<file path="src/design/bbd_pkg.sv">
`timescale 1ns / 1ps

package bbd_pkg;

	localparam int MAX_WIDTH = 1024;
	localparam int PIX_W = 8;
	localparam int COL_W = $clog2(MAX_WIDTH);
	localparam int FW_W = 11;
	localparam int FH_W = 12;
	localparam int ROW_W = FH_W;
	localparam int EW_W = (COL_W + 1 > FW_W) ? COL_W + 1 : FW_W;
	localparam int LINE_W = 2 * PIX_W;

	localparam int CFG_IDX_W = 2;
	localparam int CFG_DATA_W = 12;

	localparam logic [CFG_IDX_W-1:0] REG_FRAME_WIDTH = 2'd0;
	localparam logic [CFG_IDX_W-1:0] REG_FRAME_HEIGHT = 2'd1;

	localparam logic [FW_W-1:0] FRAME_WIDTH_RST = 11'd160;
	localparam logic [FH_W-1:0] FRAME_HEIGHT_RST = 12'd120;

	localparam logic [EW_W-1:0] MIN_WIDTH = EW_W'(4);
	localparam logic [FH_W-1:0] MIN_HEIGHT = FH_W'(4);
	localparam logic [EW_W-1:0] MAX_WIDTH_EVEN = EW_W'(MAX_WIDTH - (MAX_WIDTH % 2));

	localparam logic [19:0] DIV3_MUL = 20'd683;
	localparam int DIV3_SHIFT = 11;

	typedef logic [PIX_W-1:0] pix_t;
	typedef logic [2:0][2:0][PIX_W-1:0] window_t;

	typedef struct packed {
		logic [COL_W-1:0] px;
		logic [ROW_W-1:0] py;
		logic [EW_W-1:0] w;
		logic [FH_W-1:0] h;
		logic dr;
		logic dc;
	} pos_t;

	typedef struct packed {
		pix_t red;
		pix_t green;
		pix_t blue;
		logic frame_end;
	} rgb_t;

endpackage

</file>
<file path="src/design/bbd_colour.sv">
`timescale 1ns / 1ps

module bbd_colour (
	input  bbd_pkg::window_t win,
	input  bbd_pkg::pos_t    pos,
	output bbd_pkg::rgb_t    rgb
);

	function automatic bbd_pkg::pix_t avg2(input bbd_pkg::pix_t a, input bbd_pkg::pix_t b);
		logic [8:0] s;
		s = {1'b0, a} + {1'b0, b};
		return s[8:1];
	endfunction

	function automatic bbd_pkg::pix_t avg3(input bbd_pkg::pix_t a, input bbd_pkg::pix_t b,
			input bbd_pkg::pix_t c);
		logic [9:0] s;
		logic [19:0] p;
		s = {2'b0, a} + {2'b0, b} + {2'b0, c};
		p = 20'(s) * bbd_pkg::DIV3_MUL;
		return p[bbd_pkg::DIV3_SHIFT +: 8];
	endfunction

	function automatic bbd_pkg::pix_t avg4(input bbd_pkg::pix_t a, input bbd_pkg::pix_t b,
			input bbd_pkg::pix_t c, input bbd_pkg::pix_t d);
		logic [9:0] s;
		s = {2'b0, a} + {2'b0, b} + {2'b0, c} + {2'b0, d};
		return s[9:2];
	endfunction

	bbd_pkg::pix_t grid [4][4];
	bbd_pkg::pix_t c, l, rt, u, d, ul, ur, dl, drt;
	logic top, bot, lft, rgt, xo, yo;

	always_comb begin
		for (int r = 0; r < 4; r++) begin
			for (int k = 0; k < 4; k++) begin
				if (r < 3 && k < 3) begin
					grid[r][k] = win[r][k];
				end else begin
					grid[r][k] = '0;
				end
			end
		end
	end

	always_comb begin
		c   = grid[{1'b0, pos.dr} + 2'd1][{1'b0, pos.dc} + 2'd1];
		l   = grid[{1'b0, pos.dr} + 2'd1][{1'b0, pos.dc}];
		rt  = grid[{1'b0, pos.dr} + 2'd1][{1'b0, pos.dc} + 2'd2];
		u   = grid[{1'b0, pos.dr}][{1'b0, pos.dc} + 2'd1];
		d   = grid[{1'b0, pos.dr} + 2'd2][{1'b0, pos.dc} + 2'd1];
		ul  = grid[{1'b0, pos.dr}][{1'b0, pos.dc}];
		ur  = grid[{1'b0, pos.dr}][{1'b0, pos.dc} + 2'd2];
		dl  = grid[{1'b0, pos.dr} + 2'd2][{1'b0, pos.dc}];
		drt = grid[{1'b0, pos.dr} + 2'd2][{1'b0, pos.dc} + 2'd2];
	end

	assign top = (pos.py == '0);
	assign bot = (pos.py == pos.h - bbd_pkg::FH_W'(1));
	assign lft = (pos.px == '0);
	assign rgt = (bbd_pkg::EW_W'(pos.px) == pos.w - bbd_pkg::EW_W'(1));
	assign xo = pos.px[0];
	assign yo = pos.py[0];

	always_comb begin
		rgb.frame_end = rgt && bot;
		if (top && lft) begin
			rgb.red = c; rgb.green = avg2(rt, d); rgb.blue = drt;
		end else if (bot && lft) begin
			rgb.red = u; rgb.green = c; rgb.blue = rt;
		end else if (top && rgt) begin
			rgb.red = l; rgb.green = c; rgb.blue = d;
		end else if (bot && rgt) begin
			rgb.red = ul; rgb.green = avg2(l, u); rgb.blue = c;
		end else if (top) begin
			if (!xo) begin
				rgb.red = c; rgb.green = avg3(l, rt, d); rgb.blue = avg2(dl, drt);
			end else begin
				rgb.red = avg2(l, rt); rgb.green = c; rgb.blue = d;
			end
		end else if (bot) begin
			if (xo) begin
				rgb.red = avg2(ul, ur); rgb.green = avg3(l, rt, u); rgb.blue = c;
			end else begin
				rgb.red = u; rgb.green = c; rgb.blue = avg2(l, rt);
			end
		end else if (lft) begin
			if (!yo) begin
				rgb.red = c; rgb.green = avg3(rt, u, d); rgb.blue = avg2(drt, ur);
			end else begin
				rgb.red = avg2(d, u); rgb.green = c; rgb.blue = rt;
			end
		end else if (rgt) begin
			if (yo) begin
				rgb.red = avg2(ul, dl); rgb.green = avg3(l, d, u); rgb.blue = c;
			end else begin
				rgb.red = l; rgb.green = c; rgb.blue = avg2(u, d);
			end
		end else if (!yo) begin
			if (!xo) begin
				rgb.red = c; rgb.green = avg4(rt, l, d, u); rgb.blue = avg4(drt, dl, ur, ul);
			end else begin
				rgb.red = avg2(rt, l); rgb.green = c; rgb.blue = avg2(d, u);
			end
		end else begin
			if (xo) begin
				rgb.red = avg4(drt, dl, ur, ul); rgb.green = avg4(rt, l, d, u); rgb.blue = c;
			end else begin
				rgb.red = avg2(d, u); rgb.green = c; rgb.blue = avg2(rt, l);
			end
		end
	end

endmodule

</file>
<file path="config.mk">
export PLATFORM = sky130hd
export DESIGN_NAME = bbd_colour
export DESIGN_NICKNAME = d
export VERILOG_FILES = /design/src/design/bbd_pkg.sv /design/src/design/bbd_colour.sv
export SDC_FILE = /design/constraint.sdc
export NUM_CORES = 1
export LEC_CHECK = 0
export BUFFER_PORTS_ARGS = -buffer_cell sky130_fd_sc_hd__buf_2
export CELL_PAD_IN_SITES_DETAIL_PLACEMENT = 0
export CELL_PAD_IN_SITES_GLOBAL_PLACEMENT = 1
export CORE_UTILIZATION = 43
export DETAILED_ROUTE_END_ITERATION = 7
export PLACE_DENSITY = 0.8
export SETUP_SLACK_MARGIN = 0.02
export SLEW_MARGIN = 15
export SYNTH_ARGS = -nofsm -noshare
export SYNTH_HDL_FRONTEND = slang
export SYNTH_SLANG_ARGS = --single-unit
export TNS_END_PERCENT = 50
</file>
<file path="constraint.sdc">
create_clock -name vclk -period 11.1
set_input_delay 1.11 -clock vclk [all_inputs]
set_output_delay 1.11 -clock vclk [all_outputs]
set_load 0.02 [all_outputs]
</file>
Word level (Yosys, flattened, before mapping):

Index checks and enable logic that the tools add are counted.
W data, S select, Z words.

* bits in registers: 0
* output and inout bits: 25
* word-level logic and storage cells: 100

* $add $sub $neg: 25
* multipliers: 4
* $lt $le $gt $ge: 6
* equality and inequality tests: 2
* multiplexer cells: 51
* bitwise gates (word level): 6
* reduce and logical (&&, ||, !) cells: 6

Operators by type and width (number)
* $mux W24: 15
* $bmux W32 S2: 3
* $mux W32: 6
* $bmux W8 S2: 9
* $mux W8: 18
* $add A8 B8 Y9: 12
* $mul A10 B10 Y19 const B: 4
* $add A9 B8 Y10: 4
* $add A10 B8 Y10: 3
* $ge A3 B3 Y1 const B: 6
* $eq A12 B12 Y1: 1
* $logic_not A12 Y1: 1
* $not A2 Y3: 4
* $sub A12 B1 Y12 const B: 1
* $eq A10 B11 Y1: 1
* $sub A11 B1 Y11 const B: 1
* $logic_not A10 Y1: 1
* $not A1 Y3: 2
* $add A1 B1 Y2 const B: 2
* $add A1 B2 Y2 const B: 2
* $logic_and A1 B1 Y1: 4

Logic depth before layout (Yosys ltp):

Gate-level depths: netlist of the first run.

* word-level depth: 21
* gate-level depth with buffers: 41
* gate-level depth less buffers: 36

Worst setup path after synthesis of the first run:

Ideal clock, no wire load.

* path type: input -> output
* start point: input port pos[0] (netlist bit)
* end point: output port rgb[12] (netlist bit)
* arrival: 10.866 ns
* data required time: 9.990 ns
* setup slack: -0.876 ns
* stages on the path: 39
* buffers on the path: 6
* path through: buf_2 buf_2 buf_1 buf_2 buf_1 buf_1 o21ai_0 ha_1 fa_1 o2111a_1 or3_4 xor2_1 ha_1 or2_2 o311a_1 o21ai_0 nand2b_1 xnor2_1 [3 not listed] inv_1 fa_1 inv_1 fa_1 inv_1 fa_1 inv_1 ha_1 and3_1 a221oi_1 a21oi_1 or3_1 a21o_1 a21oi_1 xor2_1 o21ai_0 a21oi_1 o41ai_1

RTL lines
* from (decl): line bbd_colour.sv:5 `input bbd_pkg::pos_t pos,`
* to (decl): line bbd_colour.sv:6 `output bbd_pkg::rgb_t rgb`

==> metrics.txt, run 1 <==
Final Setup Violations=0; largest net degree at the start of global routing=53; Max-Cap Viols=0; total number of vias=17700; post-synthesis mux area share=6.38%; Die ar.=40400 um2; most frequent CP cell=inv_1; register area share after synthesis=0%; routed len/inst=24.8 um; GPL Wtd Cong=1.04; TNS Setup=0 ns; largest family of logic cells by synthesized area=adder cells; core region area=38800 um2; Fillers=3979; initial antenna violation count=1; first-pass GRT wire length=106000 um; Critical Path End Type=output pin; Crit path largest cell delay=0.50 ns; Synth area leader=ha_1; Reg area=0 um2; hold buffer count at cts=0; post-synthesis compound-gate area fraction=24.2%; vias in the first global route=17200; XOR/XNOR share of the synthesized area=7.39%; Min-Delay Path Class=in2out; fin. max-slew vios=0; total iterations of the first detailed-routing run=6; FF+latch count=0; largest cells by area after synthesis=ha_1, fa_1, inv_1, xnor2_1, a21oi_1; Synth top area share=24.5%; adder-cell area share of the yosys netlist=38.6%; hold depth=5; 1st-iter DRT viols=1667; warnings from Yosys=0; simple-gate share of the synthesized area=14.9%; PortBufs=144; Initial Utilization=43.8%; drt total wl=71500 um; Syn Nets=2773; mapped cell area=17000 um2; hpwl dp=60200 um; Syn Inst Count=2202; global-route usage over all layers=34.6%; DR vias/cell=6.14; Setup CP Type=in2out; Worst setup SP type=primary input; clock buf count=0; crit path DAT=9.66 ns; period utilisation layout=97.0%; measured slew at the worst slew-check pin=1.32 ns; gr ovfl total=0; Achievable Freq=92.8 MHz; drt drc=0; Critical-path top delay cell=fa_1; Die H=201 um; Die X=201 um; status=finished, final reports clean; synthesized area per cell=7.73 um2; I/O pins=144; # diodes=0; fraction of layout cells with a size suffix above 1=15.6%; Min Clock Period, post-route=10.77 ns; Layout area overhead=11.9%; count of different cell masters after synthesis=95; nets@finish=2931; # rows=72; Req. time, crit path=9.99 ns; slew margin rel.=11.6%; final count of hold timing violations=0; critical path fanouts, max=8; Final ANT Viol Nets=0
metrics by stage:
step,setup slack [ns],instances,hold WS [ns],cell area [um2],util (%)
global route,-0.0141,2876,3.10,19100,49.1
detailed placement,0.153,2875,3.02,18800,48.5
global placement,0.173,2875,3.03,18800,48.5
finish,0.329,2876,3.06,19100,49.1
CTS,0.0951,2875,3.02,18800,48.5
floorplan,0.0299,2202,2.59,17100,-
synthesized netlist by cell type, drive strengths merged, types with 30 or more instances:
cell type,instances
xnor2,92
a21o,39
buf,30
a21oi,150
clkbuf,62
nor2,153
ha,333
nand2,136
a31oi,35
nor3,41
fa,119
o21ai,135
a211oi,34
o21a,31
inv,283
mux2i,56
xor2,49
critical path, delay by kind of cell:
kind	cells	cell delay, ns
AO/OA/AOI/OAI	10	2.24
XOR/XNOR	2	0.31
adder cells (fa/ha/maj)	8	3.00
buffers and inverters	12	1.25
multiplexers	1	0.36
AND/OR/NAND/NOR	7	1.39
repair_timing:
item,in CTS,in global routing
setup endpoints to repair,0,7
endpoints found under the hold margin,0,0
setup buffers,0,1
resized for setup,0,52
cell usage in the layout (no fill, tap or decap), drive strengths merged, types with 16 or more instances in the layout:
master  netlist  layout
or2          21      21
nor2b        17      17
nand2       136     136
fa          119     119
nor4         16      16
xnor2        92      92
o21ai       135     135
buf          30     248
nand3        27      27
nand4        17      17
a211oi       34      34
nand2b       16      16
mux2i        56      56
a21o         39      39
inv         283     283
o211ai       27      27
nor3         41      41
ha          333     333
nor2        153     153
o21a         31      31
xor2         49      49
o21bai       20      20
mux2         20      20
and2         18      18
a31oi        35      35
a21oi       150     150
cell type report:
class	count	area [um2]	share of cell area, %
inverter	283	1060	5.58
multi-input combinational	1827	15800	83.1
tap	518	648	3.40
timing repair buffer	248	1520	7.97
per-layer routing:
metal / vias to the layer above / routed length (um) / part of all wire, % / global-route usage (%)
met1: 8496 / 30600 / 43 / 46.8
met5: - / 13 / 0.018 / 0
met4: 2 / 3230 / 4.5 / 13.0
met2: 761 / 31900 / 45 / 55.3
li1: 8227 / - / - / -
met3: 172 / 5780 / 8.1 / 5.18
worst paths after layout:
path                    start  endpoint  slack (ns)
worst min-delay path  win[69]    rgb[6]        3.06
worst max-delay path   pos[1]   rgb[16]        0.33
kinds of logic (layout without fill, tap and decap cells):
kind of cell    after synthesis  count (layout)
simple gates                519             519
mux                          89              89
compound gates              623             623
fa+ha+maj                   454             454
xor+xnor                    142             142
buf+inv                     375             531
Power of run 1 is not shown: default switching activity piles up to over one toggle a cycle in this logic, so the estimate is an artifact.
==> run 2, diff against run 1 <==
--- a/config.mk
+++ b/config.mk
@@ -10,7 +10,7 @@
 export CELL_PAD_IN_SITES_GLOBAL_PLACEMENT = 1
 export CORE_UTILIZATION = 43
 export DETAILED_ROUTE_END_ITERATION = 7
-export PLACE_DENSITY = 0.8
+export PLACE_DENSITY_LB_ADDON = 0.25
 export SETUP_SLACK_MARGIN = 0.02
 export SLEW_MARGIN = 15
 export SYNTH_ARGS = -nofsm -noshare
==> metrics.txt, run 2 (synthesis gave the netlist of run 1 again) <==
hold buffer count at cts=0; 1st-iter DRT viols=1822; Layout area overhead=11.0%; core region area=38800 um2; Min Clock Period, post-route=10.78 ns; Setup CP Type=in2out; hpwl dp=57600 um; drt total wl=68900 um; total number of vias=17600; gr ovfl total=0; fraction of layout cells with a size suffix above 1=14.3%; Reg area=0 um2; crit path capture=rgb[13]; Worst setup SP type=primary input; largest net degree at the start of global routing=58; most frequent cells in the layout=ha_1, inv_1, nor2_1, a21oi_1, buf_2; final count of hold timing violations=0; hold depth=5; I/O pins=144; Crit path largest cell delay=0.51 ns; Die X=201 um; Max-Cap Viols=0; start point of the critical path=pos[1]; clock buf count=0; fin. max-slew vios=0; commonest non-fill, non-tap cell in the layout=ha_1; Final ANT Viol Nets=0; drt drc=0; global-route usage over all layers=33.0%; RSZ-0062 raised after global routing=no; initial antenna violation count=0; period utilisation layout=97.1%; PortBufs=144; FF+latch count=0; Min-Delay Path Class=in2out; critical path fanouts, max=7; routed len/inst=24.0 um; status=finished, final reports clean; first-pass GRT wire length=102000 um; DR vias/cell=6.15; Fillers=3919; Die H=201 um; total iterations of the first detailed-routing run=6; TNS Setup=0 ns; measured slew at the worst slew-check pin=1.24 ns; # rows=72; GPL Wtd Cong=1.04; most frequent CP cell=inv_1; Critical Path End Type=output pin; crit path DAT=9.67 ns; nets@finish=2923; Critical-path top delay cell=o41a_1; Req. time, crit path=9.99 ns; Initial Utilization=43.8%; vias in the first global route=16700; Die ar.=40400 um2; slew margin rel.=17.2%; Final Setup Violations=0; Achievable Freq=92.8 MHz
-- run 2: stage by stage --
| stage | hold WS, ns | instance area (um2) | worst slack, ns | std cells | utilization, % |
|---|---|---|---|---|---|
| detailed placement | 3.00 | 18800 | 0.0914 | 2866 | 48.3 |
| global route | 3.02 | 18900 | 0.0271 | 2868 | 48.6 |
| CTS | 3.00 | 18800 | 0.0642 | 2866 | 48.3 |
| global placement | 3.00 | 18800 | 0.0982 | 2866 | 48.3 |
| finish | 3.01 | 18900 | 0.323 | 2869 | 48.7 |
| floorplan | 2.59 | 17100 | 0.0299 | 2202 | - |
-- run 2: worst min path at each step --
| stage | startpoint | endpoint |
|---|---|---|
| 4_1_cts | win[67] | rgb[4] |
| 5_1_grt | win[67] | rgb[4] |
| 3_5_place_dp | win[67] | rgb[4] |
| 2_1_floorplan | win[67] | rgb[4] |
| 6_report | win[67] | rgb[4] |
| 3_3_place_gp | win[67] | rgb[4] |
-- run 2: cell type report --
class                      count  area [um2]  share of cell area [%]
antenna                        1        2.50                  0.0132
inverter                     283        1060                    5.62
multi-input combinational   1827       15700                    83.2
tap                          518         648                    3.43
timing repair buffer         240        1460                    7.74
-- run 2: layer usage --
layer / routed length [um] / track usage (%) / vias to the layer above
met5: 0 / 0 / -
met4: 2340 / 9.65 / 0
met3: 7280 / 6.79 / 126
met2: 29900 / 50.8 / 901
met1: 29500 / 46.2 / 8411
li1: - / - / 8210
-- run 2: repair_timing --
action,4_1_cts,5_1_grt
setup endpoints to repair,0,7
resized for setup,0,30
buffers inserted,0,2
-- run 2: critical path, delay by kind of cell --
| kind | cells | cell delay [ns] |
|---|---|---|
| xor gates and xnor gates | 3 | 0.67 |
| buffers and inverters | 7 | 0.63 |
| AOI/OAI and AO/OA | 10 | 2.00 |
| adders and majority gates | 9 | 3.27 |
| and+or+nand+nor | 7 | 1.61 |
| muxes | 1 | 0.36 |
